File: config.mk
export PLATFORM = sky130hd
export DESIGN_NAME = rgb_linear_fade_engine_unit
export DESIGN_NICKNAME = d
export VERILOG_FILES = /design/src/hw/rtl/rlfe_pkg.sv /design/src/hw/rtl/rgb_linear_fade_engine_unit.sv
export SDC_FILE = /design/constraint.sdc
export NUM_CORES = 2
export LEC_CHECK = 0
export BUFFER_PORTS_ARGS = -buffer_cell sky130_fd_sc_hd__buf_2
export CAP_MARGIN = 10
export CORE_ASPECT_RATIO = 0.75
export CORE_UTILIZATION = 45
export DETAILED_ROUTE_END_ITERATION = 12
export REMOVE_ABC_BUFFERS = 1
export SKIP_LAST_GASP = 1
export SLEW_MARGIN = 30
export SYNTH_ARGS = -nofsm -noshare
export SYNTH_HDL_FRONTEND = slang
export SYNTH_SLANG_ARGS = --single-unit
File: constraint.sdc
create_clock -name clock -period 8.07 [get_ports clock]
set_clock_uncertainty 0.2 [all_clocks]
set_input_delay 1.2105 -clock clock [delete_from_list [all_inputs] [get_ports clock]]
set_output_delay 1.2105 -clock clock [all_outputs]
set_load 0.05 [all_outputs]
File: src/hw/rtl/rlfe_pkg.sv
`timescale 1ns / 1ps
// ----------------------------------------------------------------------------
// RGB linear fade engine package
// Item kinds, colour constants and the channel clamp that the engine uses.
// ----------------------------------------------------------------------------
package rlfe_pkg;

   typedef logic [7:0]  colour_type;
   typedef logic [31:0] accum_type;
   typedef logic [15:0] step_type;

   localparam logic [1:0] KIND_TICK   = 2'd0;
   localparam logic [1:0] KIND_START  = 2'd1;
   localparam logic [1:0] KIND_MANUAL = 2'd2;

   localparam int TICK_MS_RESET = 30;
   localparam int FULL_PERCENT  = 100;
   localparam int CHAN_MAX      = 255;
   localparam int FRAC_BITS     = 8;

   // Multiplying by this and shifting right by 19 divides by 100 exactly up to 25500.
   localparam int PCT_RECIP     = 5243;

   localparam logic [0:0] CSR_TICK_MS = 1'b0;

   function automatic colour_type clamp_channel(input accum_type acc);
      colour_type res;
      if (acc[31]) begin
         res = '0;
      end else if (|acc[30:16]) begin
         res = colour_type'(CHAN_MAX);
      end else begin
         res = acc[15:8];
      end
      return res;
   endfunction

endpackage

File: src/hw/rtl/rgb_linear_fade_engine_unit.sv
`timescale 1ns / 1ps
// ----------------------------------------------------------------------------
// RGB linear fade engine
// A tick item's result is registered and shown in the cycle after acceptance; the
// engine takes the next item in the following cycle if no held result stalls it.
// A jump start or an unused kind is handled in the idle state. A linear start runs
// six divisions on one shared serial divider, each a multiply, a load, a 32-bit
// quotient formed bit by bit and a write back. A manual item scales each channel by
// a reciprocal multiply in the multiply, load and write-back states. Synchronous
// reset zeroes the colour accumulators and steps and sets the tick period to 30 ms.
// ----------------------------------------------------------------------------
module rgb_linear_fade_engine_unit (
   input  logic                    clock,
   input  logic                    reset,
   input  logic                    req_valid,
   output logic                    req_ready,
   input  logic [1:0]              req_kind,
   input  rlfe_pkg::colour_type    req_from_red,
   input  rlfe_pkg::colour_type    req_from_green,
   input  rlfe_pkg::colour_type    req_from_blue,
   input  rlfe_pkg::colour_type    req_to_red,
   input  rlfe_pkg::colour_type    req_to_green,
   input  rlfe_pkg::colour_type    req_to_blue,
   input  logic [15:0]             req_elapsed_time,
   input  logic [15:0]             req_fade_length,
   input  logic                    req_linear_mode,
   input  logic [6:0]              req_brightness,
   output logic                    rsp_valid,
   input  logic                    rsp_ready,
   output rlfe_pkg::colour_type    rsp_strip_first,
   output rlfe_pkg::colour_type    rsp_strip_second,
   output rlfe_pkg::colour_type    rsp_strip_third,
   input  logic                    csr_psel,
   input  logic                    csr_penable,
   input  logic                    csr_pwrite,
   input  logic [2:0]              csr_paddr,
   input  logic [31:0]             csr_pwdata,
   output logic [31:0]             csr_prdata,
   output logic                    csr_pready
);
   import rlfe_pkg::*;

   localparam logic [2:0] ST_IDLE = 3'd0;
   localparam logic [2:0] ST_MUL  = 3'd1;
   localparam logic [2:0] ST_LOAD = 3'd2;
   localparam logic [2:0] ST_DIV  = 3'd3;
   localparam logic [2:0] ST_WB   = 3'd4;

   logic [2:0]  state_ff, state_in;
   logic        manual_ff, manual_in;
   logic [1:0]  chan_ff, chan_in;
   logic        phase_ff, phase_in;
   colour_type  from_ff [3];
   colour_type  from_in [3];
   colour_type  to_ff [3];
   colour_type  to_in [3];
   logic [15:0] elapsed_ff, elapsed_in;
   logic [15:0] dur_ff, dur_in;
   logic [6:0]  bright_ff, bright_in;
   logic [9:0]  tick_ms_ff, tick_ms_in;
   logic        neg_ff, neg_in;
   logic [23:0] prod_ff, prod_in;
   logic [31:0] quo_ff, quo_in;
   logic [15:0] rem_ff, rem_in;
   logic [4:0]  cnt_ff, cnt_in;
   accum_type   accum_ff [3];
   accum_type   accum_in [3];
   step_type    step_ff [3];
   step_type    step_in [3];
   logic        rsp_valid_ff, rsp_valid_in;
   colour_type  first_ff, first_in;
   colour_type  second_ff, second_in;
   colour_type  third_ff, third_in;

   logic        req_accept;
   logic        csr_write;
   colour_type  cur_from;
   colour_type  cur_to;
   logic        cur_neg;
   colour_type  abs_diff;
   colour_type  mul_a;
   logic [15:0] mul_b;
   logic [15:0] divisor;
   logic [16:0] shifted;
   logic        div_ge;
   logic [31:0] signed_quo;
   step_type    sat_step;
   logic        last_job;
   logic [26:0] pct_prod;

   assign req_ready  = (state_ff == ST_IDLE) && (!rsp_valid_ff || rsp_ready);
   assign req_accept = req_valid && req_ready;
   assign rsp_valid  = rsp_valid_ff;
   assign rsp_strip_first  = first_ff;
   assign rsp_strip_second = second_ff;
   assign rsp_strip_third  = third_ff;

   assign csr_pready  = 1'b1;
   assign csr_write   = csr_psel && csr_penable && csr_pwrite && (csr_paddr[2] == CSR_TICK_MS);
   assign csr_prdata  = (csr_paddr[2] == CSR_TICK_MS) ? {22'b0, tick_ms_ff} : 32'b0;
   assign tick_ms_in  = csr_write ? csr_pwdata[9:0] : tick_ms_ff;

   assign cur_from = from_ff[chan_ff];
   assign cur_to   = to_ff[chan_ff];
   assign cur_neg  = cur_to < cur_from;
   assign abs_diff = cur_neg ? (cur_from - cur_to) : (cur_to - cur_from);
   assign mul_a    = manual_ff ? cur_to : abs_diff;
   assign mul_b    = manual_ff ? {9'b0, bright_ff} : (phase_ff ? {6'b0, tick_ms_ff} : elapsed_ff);
   assign divisor  = dur_ff;
   assign shifted  = {rem_ff, quo_ff[31]};
   assign div_ge   = shifted >= {1'b0, divisor};
   assign signed_quo = neg_ff ? (32'd0 - quo_ff) : quo_ff;
   assign last_job = (chan_ff == 2'd2) && (manual_ff || phase_ff);
   assign pct_prod = 27'(prod_ff[14:0]) * 27'(PCT_RECIP);

   always_comb begin
      if (neg_ff) begin
         sat_step = (quo_ff > 32'd32768) ? 16'h8000 : (16'd0 - quo_ff[15:0]);
      end else begin
         sat_step = (quo_ff > 32'd32767) ? 16'h7FFF : quo_ff[15:0];
      end
   end

   always_comb begin
      state_in     = state_ff;
      manual_in    = manual_ff;
      chan_in      = chan_ff;
      phase_in     = phase_ff;
      from_in      = from_ff;
      to_in        = to_ff;
      elapsed_in   = elapsed_ff;
      dur_in       = dur_ff;
      bright_in    = bright_ff;
      neg_in       = neg_ff;
      prod_in      = prod_ff;
      quo_in       = quo_ff;
      rem_in       = rem_ff;
      cnt_in       = cnt_ff;
      accum_in     = accum_ff;
      step_in      = step_ff;
      first_in     = first_ff;
      second_in    = second_ff;
      third_in     = third_ff;
      rsp_valid_in = rsp_valid_ff && !rsp_ready;

      unique case (state_ff)
         ST_IDLE: begin
            if (req_accept) begin
               unique case (req_kind)
                  KIND_TICK: begin
                     first_in     = clamp_channel(accum_ff[1]);
                     second_in    = clamp_channel(accum_ff[0]);
                     third_in     = clamp_channel(accum_ff[2]);
                     rsp_valid_in = 1'b1;
                     for (int i = 0; i < 3; i++) begin
                        accum_in[i] = accum_ff[i] + {{16{step_ff[i][15]}}, step_ff[i]};
                     end
                  end
                  KIND_START: begin
                     from_in[0] = req_from_red;
                     from_in[1] = req_from_green;
                     from_in[2] = req_from_blue;
                     to_in[0]   = req_to_red;
                     to_in[1]   = req_to_green;
                     to_in[2]   = req_to_blue;
                     elapsed_in = req_elapsed_time;
                     dur_in     = req_fade_length;
                     manual_in  = 1'b0;
                     chan_in    = 2'd0;
                     phase_in   = 1'b0;
                     if (req_linear_mode && (req_fade_length != 16'd0)) begin
                        state_in = ST_MUL;
                     end else begin
                        accum_in[0] = {16'b0, req_to_red, 8'b0};
                        accum_in[1] = {16'b0, req_to_green, 8'b0};
                        accum_in[2] = {16'b0, req_to_blue, 8'b0};
                        for (int i = 0; i < 3; i++) begin
                           step_in[i] = '0;
                        end
                     end
                  end
                  KIND_MANUAL: begin
                     to_in[0]  = req_to_red;
                     to_in[1]  = req_to_green;
                     to_in[2]  = req_to_blue;
                     bright_in = (req_brightness > 7'(FULL_PERCENT)) ?
                                 7'(FULL_PERCENT) : req_brightness;
                     manual_in = 1'b1;
                     chan_in   = 2'd0;
                     phase_in  = 1'b0;
                     state_in  = ST_MUL;
                  end
                  default: begin
                  end
               endcase
            end
         end
         ST_MUL: begin
            prod_in  = {16'b0, mul_a} * {8'b0, mul_b};
            neg_in   = !manual_ff && cur_neg;
            state_in = ST_LOAD;
         end
         ST_LOAD: begin
            rem_in = '0;
            cnt_in = '0;
            if (manual_ff) begin
               quo_in   = {24'b0, pct_prod[26:19]};
               state_in = ST_WB;
            end else if (phase_ff) begin
               quo_in   = {6'b0, prod_ff[17:0], 8'b0} + {17'b0, dur_ff[15:1]};
               state_in = ST_DIV;
            end else begin
               quo_in   = {prod_ff, 8'b0};
               state_in = ST_DIV;
            end
         end
         ST_DIV: begin
            rem_in = div_ge ? 16'(shifted - {1'b0, divisor}) : shifted[15:0];
            quo_in = {quo_ff[30:0], div_ge};
            cnt_in = cnt_ff + 5'd1;
            if (cnt_ff == 5'd31) begin
               state_in = ST_WB;
            end
         end
         ST_WB: begin
            if (manual_ff) begin
               accum_in[chan_ff] = {16'b0, quo_ff[7:0], 8'b0};
               step_in[chan_ff]  = '0;
            end else if (phase_ff) begin
               step_in[chan_ff]  = sat_step;
            end else begin
               accum_in[chan_ff] = signed_quo + {16'b0, cur_from, 8'b0};
            end
            if (last_job) begin
               state_in = ST_IDLE;
            end else begin
               state_in = ST_MUL;
               if (manual_ff || phase_ff) begin
                  chan_in  = chan_ff + 2'd1;
                  phase_in = 1'b0;
               end else begin
                  phase_in = 1'b1;
               end
            end
         end
         default: begin
            state_in = ST_IDLE;
         end
      endcase
   end

   always_ff @(posedge clock) begin
      if (reset) begin
         state_ff     <= ST_IDLE;
         rsp_valid_ff <= 1'b0;
         tick_ms_ff   <= 10'(TICK_MS_RESET);
         for (int i = 0; i < 3; i++) begin
            accum_ff[i] <= '0;
            step_ff[i]  <= '0;
         end
      end else begin
         state_ff     <= state_in;
         rsp_valid_ff <= rsp_valid_in;
         tick_ms_ff   <= tick_ms_in;
         accum_ff     <= accum_in;
         step_ff      <= step_in;
      end
   end

   always_ff @(posedge clock) begin
      manual_ff  <= manual_in;
      chan_ff    <= chan_in;
      phase_ff   <= phase_in;
      from_ff    <= from_in;
      to_ff      <= to_in;
      elapsed_ff <= elapsed_in;
      dur_ff     <= dur_in;
      bright_ff  <= bright_in;
      neg_ff     <= neg_in;
      prod_ff    <= prod_in;
      quo_ff     <= quo_in;
      rem_ff     <= rem_in;
      cnt_ff     <= cnt_in;
      first_ff   <= first_in;
      second_ff  <= second_in;
      third_ff   <= third_in;
   end

   a_linear_start_runs: assert property (@(posedge clock) disable iff (reset)
      (req_accept && req_kind == KIND_START && req_linear_mode && req_fade_length != 16'd0)
      |=> state_ff == ST_MUL)
      else $error("A linear segment start did not enter the divider sequence.");

   a_result_from_tick: assert property (@(posedge clock) disable iff (reset)
      $rose(rsp_valid_ff) |-> $past(req_accept && req_kind == KIND_TICK))
      else $error("A result item appeared without an accepted tick item.");

   a_remainder_bound: assert property (@(posedge clock) disable iff (reset)
      state_ff == ST_DIV |-> rem_ff < divisor)
      else $error("The divider remainder reached the divisor.");

   a_jump_clears_steps: assert property (@(posedge clock) disable iff (reset)
      (req_accept && req_kind == KIND_START && !(req_linear_mode && req_fade_length != 16'd0))
      |=> (step_ff[0] == '0 && step_ff[1] == '0 && step_ff[2] == '0))
      else $error("A jump start left a nonzero step.");

endmodule

==> reports/qor.yml <==
run_status:
  status: "finished, final reports clean"
setup_path:
  worstSetupPathType: "reg -> reg"
  crit_top_cell: "buf_4"
  cp.arrival_ns: 8.20
  cp-start-kind: "flip-flop"
  required_ns: 8.37
  slowest_delay_ns: 0.72
  critPathMaxFanout: 3
  slowest_stage: "o21ai_0"
  end_kind: "flip-flop"
global_routing:
  overflow: 0
  grt_pass1_wl_um: 141000
  grt_max_degree: 77
  grt_use_total_pct: 26.4
  antenna_found_initial: 0
  grt_pass1_vias: 24034
yosys:
  ys_seq_area_share_pct: 29.3
  syn_area_per_cell_um2: 8.87
  synth-seq-cells: 351
  synth-simple-area-share_pct: 16.5
  synthXorXnorAreaFrac_pct: 5.08
  syn_inst: 3443
  synth_warnings: 0
  synthMuxAreaShare_pct: 2.29
  ys.flop_type: "edfxtp_1"
  synth_area_um2: 30500
  synth_compound_area_share_pct: 17.9
  async_flop_share_pct: 0
  synthAdderAreaFrac_pct: 22.6
  synth_top_family_by_area: "adder cells"
  ys_types: 92
  synth_edf_count: 193
floorplan:
  ios: 191
  fp.coreArea_um2: 67000
  die_y_um: 228
  initial_core_util_pct: 45.6
  die-area_um2: 68900
  num_rows: 82
  die_w_um: 303
routing:
  vias_per_cell: 5.71
  dr.pass1.iters: 6
  drt_iter0_drc: 2612
  drc: 0
  post_drt_wl_per_cell_um: 20.0
  routed_wl_um: 91600
  num_vias: 26124
  ant_nets: 0
place:
  dp_cells: 4453
  gp_congestion: 0.933
  portBuffers: 143
  preCtsSetupSlack_ns: -0.355
  dp.final_hpwl_um: 69700
timing:
  setup_viol: 0
  slew-limit-headroom_pct: 30.8
  post-route-min-period_ns: 7.90
  hold_viol: 0
  layout_setup_ws_ns: 0.165
  drv_slew: 0
  fin_crit_sh_pct: 98.0
  hold_slack_ns: 0.284
  fmaxAchievable_mhz: 127
  tightest_slew_ns: 1.04
clock_tree:
  htree_num_levels: 2
  cts_tree: "built"
  clock_sinks: 351
  cts_buffer_depth: 3
  cts_buffers: 41
  clk-insertion-delay-late_ns: 0.60
  root_buffer: "clkbuf_16"
  clk_pin_slew_ns: 0.06
job:
  drv_cap: 0
layout:
  n_antenna_cell: 0
  area_growth_pct: 14.8
  layout_commonest_cell: "nor2_1"
  final_cells: 4575
  drive_gt1_share_pct: 14.3
  nFillCells: 6266
  nets: 4249
  most-common-layout-cells: "nor2_1, inv_1, ha_1, nand2_1, edfxtp_1"
hold_path:
  min_path_type: "reg -> reg"
-- path summary, 6_finish.rpt --
check | from | end | slack (ns) | cells past startpoint
worst max-delay path | chan_ff[1] | accum_ff[76] | 0.17 | 50
worst max register to register | chan_ff[1] | accum_ff[76] | 0.17 | 50
worst min-delay path | tick_ms_ff[9] | tick_ms_ff[9] | 0.28 | 2
worst min register to register | tick_ms_ff[9] | tick_ms_ff[9] | 0.28 | 2
-- metrics by stage --
stage / utilization (%) / instance area, um2 / TNS (ns)
floorplan: - / 29900 / -8.03
global placement: 48.9 / 32700 / -1.03
detailed placement: 48.9 / 32800 / -1.14
CTS: 51.6 / 34600 / 0
global route: 52.3 / 35100 / -0.593
finish: 52.3 / 35100 / 0
-- timing repair --
item,in CTS,in global routing
gates cloned,0,0
setup endpoints to repair,8,73
setup buffers,38,14
pin swaps,17,78
resized for setup,21,94
hold buffers,0,0
-- layout make-up --
class                      count  area [um2]  area share [%]
timing repair buffer         317        2080            5.94
multi-input combinational   2634       20300            57.8
sequential                   351        8960            25.6
clock buffer                  45        1050            3.00
clock inverter                30         414            1.18
tap                          882        1100            3.15
inverter                     316        1190            3.39
-- worst max-delay path: cells and delay by family (launching register included) --
kind,cells,cell delay [ns]
multiplexers,1,0.13
AO/OA/AOI/OAI,4,1.37
flip-flops,1,0.45
AND/OR/NAND/NOR,4,0.49
adder cells (fa/ha/maj),2,0.36
buffers and inverters,38,4.65
XOR/XNOR,1,0.12
-- cells in the mapped netlist, drive strengths merged, types with 7 or more instances --
library cell  number  area, um2
nor2             487       1830
inv              316       1190
ha               296       3700
nand2            220        831
edfxtp           193       5800
a21oi            184        921
fa               160       3200
dfxtp            158       3160
o21ai            158        791
clkbuf           129        485
xnor2            106        928
nor3              83        415
a211oi            75        573
xor2              71        622
a21o              66        495
mux2i             63        631
a22oi             57        428
nand3             57        290
nor2b             47        294
a221oi            37        324
nor4              35        270
buf               34        228
and3              31        195
o31ai             31        246
nand4             30        194
o21a              26        195
a31oi             25        156
nand2b            18        113
o211ai            18        135
o21bai            18        135
or2               18        113
o221ai            17        149
and2              14       87.6
nand3b            12       93.8
or3               12       75.1
o22ai             11       68.8
a211o             10       88.8
o41ai             10       87.6
a21boi             8       60.1
a311oi             8       70.1
a32oi              7       61.3
nor3b              7       57.6
o2111ai            7       61.3
-- cell families after synthesis --
group | count (synthesis)
AOI/OAI and AO/OA | 817
muxes | 69
xor gates and xnor gates | 177
and+or+nand+nor | 1092
other | 2
adders and majority gates | 456
buffers and inverters | 479
DFF | 351
-- sequential cells by signal (all words and copies together), names as in the netlist, 10 cells and up --
name,flops
accum_ff,96
step_ff,48
quo_ff,32
from_ff,24
prod_ff,24
to_ff,24
divisor,16
elapsed_ff,16
rem_ff,16
tick_ms_ff,10
-- routing by layer --
layer  share of wire (%)  track usage, %  wire (um)  up-vias
met1                  49            41.7      45000    12340
met5                   0               0          0        -
met3                 9.5            5.92       8680      115
met2                  39            35.8      36200     1048
met4                 1.9            5.71       1760        0
li1                    -               -          -    12621
Power is left out: the tool's default activity adds up to more than one toggle a clock period on the data nets, which glitch-free logic cannot reach.
